--- config.mk ---
export PLATFORM = sky130hd
export DESIGN_NAME = cpfs_div_step
export DESIGN_NICKNAME = d
export VERILOG_FILES = /design/src/sv/cpfs_pkg.sv /design/src/sv/cpfs_div_step.sv
export SDC_FILE = /design/constraint.sdc
export NUM_CORES = 1
export LEC_CHECK = 0
export ABC_AREA = 1
export BUFFER_PORTS_ARGS = -buffer_cell sky130_fd_sc_hd__buf_4
export CAP_MARGIN = 20
export CORE_AREA = 2 2 93 117
export DETAILED_ROUTE_END_ITERATION = 8
export DIE_AREA = 0 0 95 119
export GPL_TIMING_DRIVEN = 0
export HOLD_SLACK_MARGIN = 0.05
export PLACE_DENSITY = 0.81
export SLEW_MARGIN = 10
export SYNTH_ARGS = -nofsm -noshare
export SYNTH_HDL_FRONTEND = slang
export SYNTH_SLANG_ARGS = --single-unit
--- constraint.sdc ---
create_clock -name clk -period 2.3 [get_ports clk]
set_clock_uncertainty 0.2 [all_clocks]
set_input_delay 0.345 -clock clk [delete_from_list [all_inputs] [get_ports clk]]
set_output_delay 0.345 -clock clk [all_outputs]
set_load 0.005 [all_outputs]
--- src/sv/cpfs_pkg.sv ---
// common ppm tuning word scaler: shared types and constants
// no dependencies; imported by every module of the block
package cpfs_pkg;

  // configuration register indexes
  localparam logic REG_NOMINAL_A = 1'b0;
  localparam logic REG_NOMINAL_B = 1'b1;

  // side information that travels down the pipe with each transaction
  typedef struct packed {
    logic neg;       // active word below nominal
    logic zero_nom;  // a nominal register was zero
    logic ovf;       // quotient does not fit in a word
  } cpfs_tag_t;

endpackage

--- src/sv/cpfs_div_step.sv ---
// one registered restoring division step: one quotient bit per stage
// depends on cpfs_pkg; chained by the top level
module cpfs_div_step #(
  parameter int W = 32
) (
  input  logic                clk,
  input  logic                rst_n,
  input  logic                en,
  input  logic [W-1:0]        na,
  input  logic                v_i,
  input  logic [W-1:0]        rem_i,
  input  logic [W-1:0]        lq_i,
  input  cpfs_pkg::cpfs_tag_t tag_i,
  output logic                v_o,
  output logic [W-1:0]        rem_o,
  output logic [W-1:0]        lq_o,
  output cpfs_pkg::cpfs_tag_t tag_o
);
  import cpfs_pkg::*;

  logic            v_r;
  logic [W-1:0]    rem_r, rem_nxt;
  logic [W-1:0]    lq_r, lq_nxt;
  cpfs_tag_t       tag_r;
  logic [W:0]      trial;
  logic [W:0]      diff;
  logic            ge;

  // lq holds the dividend bits still to come on top, quotient bits below
  always_comb begin
    trial   = {rem_i, lq_i[W-1]};
    diff    = trial - {1'b0, na};
    ge      = trial >= {1'b0, na};
    rem_nxt = ge ? diff[W-1:0] : trial[W-1:0];
    lq_nxt  = {lq_i[W-2:0], ge};
  end

  always_ff @(posedge clk) begin
    if (!rst_n) begin
      v_r <= 1'b0;
    end else if (en) begin
      v_r <= v_i;
    end
  end

  always_ff @(posedge clk) begin
    if (en) begin
      rem_r <= rem_nxt;
      lq_r  <= lq_nxt;
      tag_r <= tag_i;
    end
  end

  assign v_o   = v_r;
  assign rem_o = rem_r;
  assign lq_o  = lq_r;
  assign tag_o = tag_r;

endmodule

==> impl_metrics.env <==
export IMPL_dieArea_um2=11300
export IMPL_grt_first_pass_wirelength_mm=23.8
export IMPL_vias_per_cell=4.85
export IMPL_ir_worst_vdd_v=0.000347
export IMPL_muxShareOfSynthArea_pct=0
export IMPL_cts_sinks=68
export IMPL_ys_flop_type="edfxtp_1"
export IMPL_dpl_instance_area_um2=6650
export IMPL_synth_simple_gate_area_share_pct=35.3
export IMPL_synth_top_family_by_area="simple AND/OR/NAND/NOR gates"
export IMPL_row_count=42
export IMPL_io_buffer_count=170
export IMPL_post_synth_num_cell_types=27
export IMPL_syn_nets=854
export IMPL_grt_start_max_net_pins=70
export IMPL_layout_min_cycle_time_ns=2.17
export IMPL_start_util_pct=50.3
export IMPL_numCtsBuffers=9
export IMPL_die_w_um=95
export IMPL_path_clk_slew_ns=0.06
export IMPL_required_ns=2.18
export IMPL_route_vias_total=5191
export IMPL_end_kind="flop"
export IMPL_cp_arrival_ns=2.05
export IMPL_cp_start_kind="primary input"
export IMPL_final_core_util_pct=71.2
export IMPL_power_total_mw=4.27
export IMPL_drtPass1Iterations=4
export IMPL_ant_nets=0
export IMPL_area_growth_syn_to_layout_pct=41.6
export IMPL_maxSlewViolCount=0
export IMPL_relSlewSlack_pct=39.9
export IMPL_clock_latency_ns=0.33
export IMPL_nets=1069
export IMPL_fin_crit_sh_pct=94.3
export IMPL_synth_edff_count=67
export IMPL_status="finished, final reports clean"
export IMPL_ys_warn_count=0
export IMPL_cp_max_fo=10
export IMPL_synth_compound_area_share_pct=2.69
export IMPL_synthArstFlopShare_pct=0
export IMPL_synth_most_common_cell="nand2_1"
export IMPL_hold_viol_final=0
export IMPL_grt_pass1_vias=5075
export IMPL_n_fill_cell=836
export IMPL_setup_viol=0
export IMPL_synth_cells=718
export IMPL_post_place_cells=1020
export IMPL_syn_cell_area_um2=5210
export IMPL_htreeDepth=3
export IMPL_cap_viol_max_count=0
export IMPL_stdcell_count=1070
export IMPL_drive_gt1_share_pct=25.1
export IMPL_p_leak_nw=3.98
export IMPL_synth_area_leaders="edfxtp_1, nand2_1, inv_1"
export IMPL_drc_errors=0
export IMPL_holdWs_ns=0.0641
export IMPL_clock_path_buffers=2
export IMPL_root_buffer="clkbuf_16"
export IMPL_synthTopCellsByCount="nand2_1, inv_1, edfxtp_1, nand3_1, nor2_1"
export IMPL_max_freq_mhz=461
export IMPL_coreArea_um2=10400
export IMPL_hpwl_mm=11.4
export IMPL_cts_setup_buffers=0
export IMPL_yosys_area_top_type="edfxtp_1"
export IMPL_track_usage_pct=27.2
export IMPL_ys_seq_elements=68
export IMPL_syn_avg_cell_area_um2=7.25
export IMPL_cts_tree="built"
export IMPL_antenna_found_initial=0
export IMPL_wire_per_inst_um=14.2
export IMPL_fin_area_um2=7370
export IMPL_io_pins=171
export IMPL_gp_congestion=0.926
export IMPL_grt_overflow=0
export IMPL_worstMarginPinSlew_ns=0.901
export IMPL_min_path_type="primary input to flop"
export IMPL_synthAdderAreaFrac_pct=8.07
export IMPL_ys_seq_area_share_pct=39.0
export IMPL_rsz0062_at_grt="yes"
export IMPL_synth_xor_area_share_pct=2.36
export IMPL_cellPowerDensity_nw_per_um2=579
export IMPL_drt_iter0_drc=248
export IMPL_criticalPathCategory="primary input to flop"
export IMPL_die_y_um=119
export IMPL_wl_mm=15.1
export IMPL_num_antenna_cells=0
export IMPL_synth_top_area_share_pct=38.6
[sequential cells by signal, indices dropped and copies added, names as in the netlist]
signal and count:
lq_o 32, rem_o 32, tag_o 3, v_o 1
[placed cells by master (no fill, tap or decap), drive strengths merged, types with 8 or more instances in the layout]
cell,instances
nand2,279
buf,178
inv,151
edfxtp,67
nand3,67
nor2,38
dlygate4sd3,34
ha,32
a21oi,22
xor2,13
clkbuf,12
nand3b,11
nor3,9
and2,8
[per-layer routing]
metal  global-route usage, %  share of wire [%]
met1                    29.8                 39
met3                    4.24                5.5
met4                    11.5                3.3
met2                    50.6                 52
met5                       0                  0
[critical path, cell delays in order]
cell and delay [ns]:
buf_4 0.08, inv_1 0.04, ha_1 0.39, nand2_2 0.15
inv_1 0.05, nand2_1 0.07, nand2_1 0.05, nand2_1 0.06
nand3_2 0.13, nand2_2 0.11, nand2_2 0.07, nand2_4 0.11
nand2_8 0.09, buf_12 0.17, nand3_2 0.06, nand2_1 0.07
[final timing paths]
kind / slack (ns) / depth (start not counted) / to / start
hold reg to reg: 0.38 / 2 / v_o / v_o
setup / recovery: 0.13 / 16 / rem_o[23] / na[3]
setup reg to reg: 1.39 / 2 / v_o / v_o
hold / removal: 0.06 / 3 / v_o / v_i
[repair_timing]
| action | CTS | global route |
|---|---|---|
| hold buffers | 34 | 0 |
| endpoints found under the setup margin | 0 | 30 |
| resized for setup | 0 | 23 |
| endpoints found under the hold margin | 34 | 0 |
[logic make-up after synthesis]
family | count (synthesis)
AOI/OAI and AO/OA | 27
xor gates and xnor gates | 14
DFF | 68
buffers and inverters | 161
and+or+nand+nor | 415
adders and majority gates | 33
[metrics by stage]
stage          worst slack (ns)  setup TNS (ns)
2_1_floorplan             0.157               0
3_3_place_gp             -0.349           -9.62
3_5_place_dp             -0.341           -9.23
4_1_cts                 0.00320               0
5_1_grt                 -0.0111         -0.0111
6_report                  0.132               0
[where the power goes]
group / internal, mW / switching [mW] / total (mW)
Sequential: 1.54 / 0.0416 / 1.58
Clock: 0.840 / 0.553 / 1.39
Combinational: 0.602 / 0.690 / 1.29
[layout make-up]
| class | count | area [um2] | share of cell area, % |
|---|---|---|---|
| inverters | 151 | 567 | 7.69 |
| well taps | 132 | 165 | 2.24 |
| flip-flops and latches | 68 | 2030 | 27.6 |
| clock buffers | 10 | 229 | 3.10 |
| clock inverters | 6 | 65.1 | 0.882 |
| plain buffers | 10 | 91.3 | 1.24 |
| multi-input cells | 489 | 2610 | 35.4 |
| repair buffers | 204 | 1620 | 21.9 |
No activity file was read; power rests on OpenSTA's default activity.
