**config.mk**
```make
export PLATFORM = sky130hd
export DESIGN_NAME = cpfs_front
export DESIGN_NICKNAME = d
export VERILOG_FILES = /design/src/sv/cpfs_pkg.sv /design/src/sv/cpfs_front.sv
export SDC_FILE = /design/constraint.sdc
export NUM_CORES = 2
export LEC_CHECK = 0
export CAP_MARGIN = 20
export CORE_MARGIN = 3
export CORE_UTILIZATION = 55
export DETAILED_ROUTE_END_ITERATION = 8
export DONT_BUFFER_PORTS = 1
export MAX_ROUTING_LAYER = met4
export PLACE_DENSITY = 0.74
export SETUP_SLACK_MARGIN = 0.2
export SYNTH_ARGS = -nofsm -noshare
export SYNTH_HDL_FRONTEND = slang
export SYNTH_SLANG_ARGS = --single-unit
export TNS_END_PERCENT = 1
```
**constraint.sdc**
```tcl
create_clock -name clk -period 14.48 [get_ports clk]
set_input_delay 2.172 -clock clk [delete_from_list [all_inputs] [get_ports clk]]
set_output_delay 2.172 -clock clk [all_outputs]
set_load 0.1 [all_outputs]
```
**src/sv/cpfs_pkg.sv**
```systemverilog
// common ppm tuning word scaler: shared types and constants
// no dependencies; imported by every module of the block
package cpfs_pkg;

  // configuration register indexes
  localparam logic REG_NOMINAL_A = 1'b0;
  localparam logic REG_NOMINAL_B = 1'b1;

  // side information that travels down the pipe with each transaction
  typedef struct packed {
    logic neg;       // active word below nominal
    logic zero_nom;  // a nominal register was zero
    logic ovf;       // quotient does not fit in a word
  } cpfs_tag_t;

endpackage

```
**src/sv/cpfs_front.sv**
```systemverilog
// front end: offset magnitude, split multiply, rounding add and overflow check
// depends on cpfs_pkg; feeds the first step of the divider chain
module cpfs_front #(
  parameter int W = 32
) (
  input  logic                clk,
  input  logic                rst_n,
  input  logic                en,
  input  logic                in_valid,
  input  logic [W-1:0]        in_word,
  input  logic [W-1:0]        na,
  input  logic [W-1:0]        nb,
  output logic                out_v,
  output logic [W-1:0]        out_rem,
  output logic [W-1:0]        out_lq,
  output cpfs_pkg::cpfs_tag_t out_tag
);
  import cpfs_pkg::*;

  localparam int H  = (W + 1) / 2;
  localparam int L  = W - H;
  localparam int DW = 2 * W + 1;

  // stage 1: offset magnitude
  logic            v1_r;
  logic [W-1:0]    mag_r, mag_nxt;
  cpfs_tag_t       tag1_r, tag1_nxt;

  // stage 2: partial products
  logic            v2_r;
  logic [W+H-1:0]  pp_lo_r;
  logic [W+L-1:0]  pp_hi_r;
  cpfs_tag_t       tag2_r;

  // stage 3: dividend with rounding term
  logic            v3_r;
  logic [DW-1:0]   div_r, div_nxt;
  cpfs_tag_t       tag3_r;

  // stage 4: overflow check, split into remainder and shift word
  logic            v4_r;
  logic [W-1:0]    rem_r, lq_r;
  cpfs_tag_t       tag4_r, tag4_nxt;

  always_comb begin
    tag1_nxt.zero_nom = (na == '0) || (nb == '0);
    tag1_nxt.ovf      = 1'b0;
    if (in_word >= na) begin
      mag_nxt      = in_word - na;
      tag1_nxt.neg = 1'b0;
    end else begin
      mag_nxt      = na - in_word;
      tag1_nxt.neg = 1'b1;
    end
  end

  always_comb begin
    div_nxt = DW'(pp_lo_r) + (DW'(pp_hi_r) << H) + DW'(na >> 1);
  end

  always_comb begin
    tag4_nxt     = tag3_r;
    tag4_nxt.ovf = div_r[DW-1:W] >= {1'b0, na};
  end

  always_ff @(posedge clk) begin
    if (!rst_n) begin
      v1_r <= 1'b0;
      v2_r <= 1'b0;
      v3_r <= 1'b0;
      v4_r <= 1'b0;
    end else if (en) begin
      v1_r <= in_valid;
      v2_r <= v1_r;
      v3_r <= v2_r;
      v4_r <= v3_r;
    end
  end

  always_ff @(posedge clk) begin
    if (en) begin
      mag_r   <= mag_nxt;
      tag1_r  <= tag1_nxt;
      pp_lo_r <= mag_r * nb[H-1:0];
      pp_hi_r <= mag_r * nb[W-1:H];
      tag2_r  <= tag1_r;
      div_r   <= div_nxt;
      tag3_r  <= tag2_r;
      rem_r   <= div_r[2*W-1:W];
      lq_r    <= div_r[W-1:0];
      tag4_r  <= tag4_nxt;
    end
  end

  assign out_v   = v4_r;
  assign out_rem = rem_r;
  assign out_lq  = lq_r;
  assign out_tag = tag4_r;

endmodule

```
==> impl_metrics.py <==
metrics = {
    "synthesis": {
        "ys_top_cells_by_area": "fa_1 35%, edfxtp_1 16%, ha_1 11%, inv_1 7.7%, and2_1 5.8%",
        "yosys.area.top_type": "fa_1",
        "synth-seq-cells": 270,
        "synth_edf_count": 266,
        "ys.flop_type": "edfxtp_1",
        "netlist.area_leader.share": 0.3520,
        "syn_nets": 6543,
        "syn_area_um2": 48570,
        "ys_seq_area_frac": 0.1661,
        "ys_warn_count": 0,
        "syn_inst": 5173,
        "async_flop_share": 0,
        "ys_types": 76,
        "syn_avg_cell_area_um2": 9.389,
    },
    "die": {
        "die_height_um": 303.2,
        "start_util": 0.5572,
        "io_pins": 168,
        "rows": 108,
        "fp.dieArea_um2": 91910,
        "core-area_um2": 87160,
        "die_w_um": 303.2,
    },
    "critical_path": {
        "path_buf_inv": 2,
        "cpPeakStageDelay_ns": 0.57,
        "cp_slowest_cell": "fa_1",
        "rrSetupSlack_ns": 6.84,
        "cp_common_cell": "fa_1",
        "crit_path_start_kind": "primary input",
        "worstSetupEndpointType": "register",
        "path_cells": "and2_1 > fa_1 > fa_1 > ha_1 > inv_1 > fa_1 > inv_1 > fa_1 > fa_1 > ha_1 > a2111oi_1 > o21ai_0 > a211oi_2 > o211ai_1 > a221oi_1 > nand2b_1 > a311oi_1 > or3_1 > o311ai_0",
        "worstPathArrival_ns": 8.36,
        "crit_required_ns": 14.84,
        "crit_path_max_fanout": 33,
        "cpLargestDelayFamily": "adder cells",
        "crit_type": "primary input to register",
    },
    "clock_network": {
        "cts_setup_buffers": 0,
        "insertion_delay_ns": 0.59,
        "cts_buffer_depth": 3,
        "cts-root-buf": "clkbuf_16",
        "numCtsBuffers": 27,
        "h-tree-depth": 1,
        "cts_resized": 0,
        "clkSinkCount": 270,
        "hold_buffers": 0,
        "path_clk_slew_ns": 0.07,
        "cts_tree": "done",
    },
    "routing": {
        "drc": 0,
        "initialDrtViolationCount": 2803,
        "drt-total-wl_um": 133100,
        "ant_nets": 0,
        "via_per_inst": 5.796,
        "dr.pass1.iters": 8,
        "wire_per_inst_um": 21.65,
        "dr_total_vias": 35640,
    },
    "flow_run": {
        "drv_cap": 0,
    },
    "global_routing": {
        "grt_pass1_wl_um": 210300,
        "grt_use_total": 0.3057,
        "grt.overflow.total": 0,
        "antenna_found_initial": 7,
        "grt_pass1_vias": 37680,
        "grt_max_degree": 271,
    },
    "finish": {
        "final_common_cell": "inv_1",
        "layout_common_cells": "991 x inv_1, 854 x fa_1, 713 x nand2_1",
        "area_delta_synth_final_pct": 3.465,
        "fin_nets": 6341,
        "post_route_cells_drive_above_1_share": 0.01943,
    },
    "timing": {
        "worstMarginPinSlew_ns": 1.058,
        "min_period_ns": 8.002,
        "clock.fmax_mhz": 125.0,
        "finClkSkew_ns": 0.03839,
        "min_period_over_period": 0.5526,
        "finalSetupViolCount": 0,
        "tns_ns": 0,
        "slew_headroom": 0.2947,
        "rsz0062_at_grt": "false",
        "maxSlewViolCount": 0,
        "hold_viol_final": 0,
        "hold_slack_ns": 0.4135,
    },
    "min_path": {
        "min_path_type": "register to register",
    },
    "placed_design": {
        "io_buffers": 0,
        "gp_congestion": 0.9419,
        "hpwlAfterDp_um": 101100,
    },
    "outcome": {
        "status": "finished clean",
    },
}
synth_stat cells (28+ instances only):
library cell  count
and3_1           28
and2_1          448
nand2_1         713
xnor2_1         106
nor2_1          123
fa_1            854
ha_1            416
edfxtp_1        266
a21oi_1         198
a21o_1          147
xor2_1           67
nand4_1          35
o21ai_0         102
clkbuf_1        244
nand3_1          47
nor3_1           33
o21bai_1         32
inv_1           991
worst reg2reg max path, cell delays in order, from the launching register on:
cell      delay, ns
edfxtp_1       0.88
buf_4          0.43
nand2_1        0.15
fa_1           0.51
fa_1           0.54
inv_1          0.05
fa_1           0.47
fa_1           0.54
fa_1           0.50
inv_1          0.05
fa_1           0.47
inv_1          0.04
ha_1           0.40
a21oi_1        0.12
o21ai_0        0.33
a221oi_1       0.13
nand2b_1       0.17
o211ai_1       0.22
a221oi_1       0.20
nand2b_1       0.23
a311oi_1       0.49
nor2_1         0.15
o311ai_0       0.33
path summary, 6_finish.rpt:
path,start,endpoint,cells after the start
setup / recovery,nb[17],pp_hi_r[46]$_DFFE_PP_,19
hold / removal,div_r[6]$_DFFE_PP_,out_lq[6]$_DFFE_PP_,0
setup reg to reg,mag_r[13]$_DFFE_PP_,pp_hi_r[46]$_DFFE_PP_,22
hold reg to reg,div_r[6]$_DFFE_PP_,out_lq[6]$_DFFE_PP_,0
layer usage:
layer  track usage  up-vias  wire length [µm]
met5             -        -                 0
met4        0.1351        0              7314
met3       0.04252      371              9804
met2        0.5028     1420             64780
met1        0.3790    18080             51250
li1              -    15770                 -
stage by stage:
step | area, µm² | worst slack, ns | utilization | instances
2_1_floorplan | 48570 | 6.324 | - | 5173
3_3_place_gp | 49230 | 6.121 | 0.5649 | 6097
3_5_place_dp | 49230 | 6.014 | 0.5649 | 6097
4_1_cts | 50250 | 6.559 | 0.5765 | 6147
5_1_grt | 50250 | 6.115 | 0.5765 | 6149
6_report | 50250 | 6.478 | 0.5765 | 6149
cell families after synthesis:
kind of cell,synth area share
buffers and inverters,0.09784
DFF,0.1661
and+or+nand+nor,0.1512
AOI/OAI and AO/OA,0.09202
muxes,0.002422
xor gates and xnor gates,0.03120
adders and majority gates,0.4592
final cells by class:
type | instances | area, µm²
timing repair buffer | 33 | 247.7
fill | 7534 | 36910
inverter | 992 | 3726
antenna | 2 | 5.005
sequential | 270 | 8068
tap | 1155 | 1445
clock buffer | 28 | 679.4
clock inverter | 22 | 331.6
multi-input combinational | 3647 | 35750
flip-flops by register name, indices dropped and copies added (netlist names):
| register | count |
|---|---|
| tag3_r | 2 |
| pp_lo_r | 48 |
| div_r | 65 |
| tag1_r | 2 |
| out_rem | 32 |
| mag_r | 32 |
| v2_r | 1 |
| pp_hi_r | 48 |
| v3_r | 1 |
| v1_r | 1 |
| out_lq | 32 |
| out_tag | 3 |
| out_v | 1 |
| tag2_r | 2 |
Power is not shown: default switching activity piles up to over one toggle a cycle in this logic, so the estimate is an artifact.
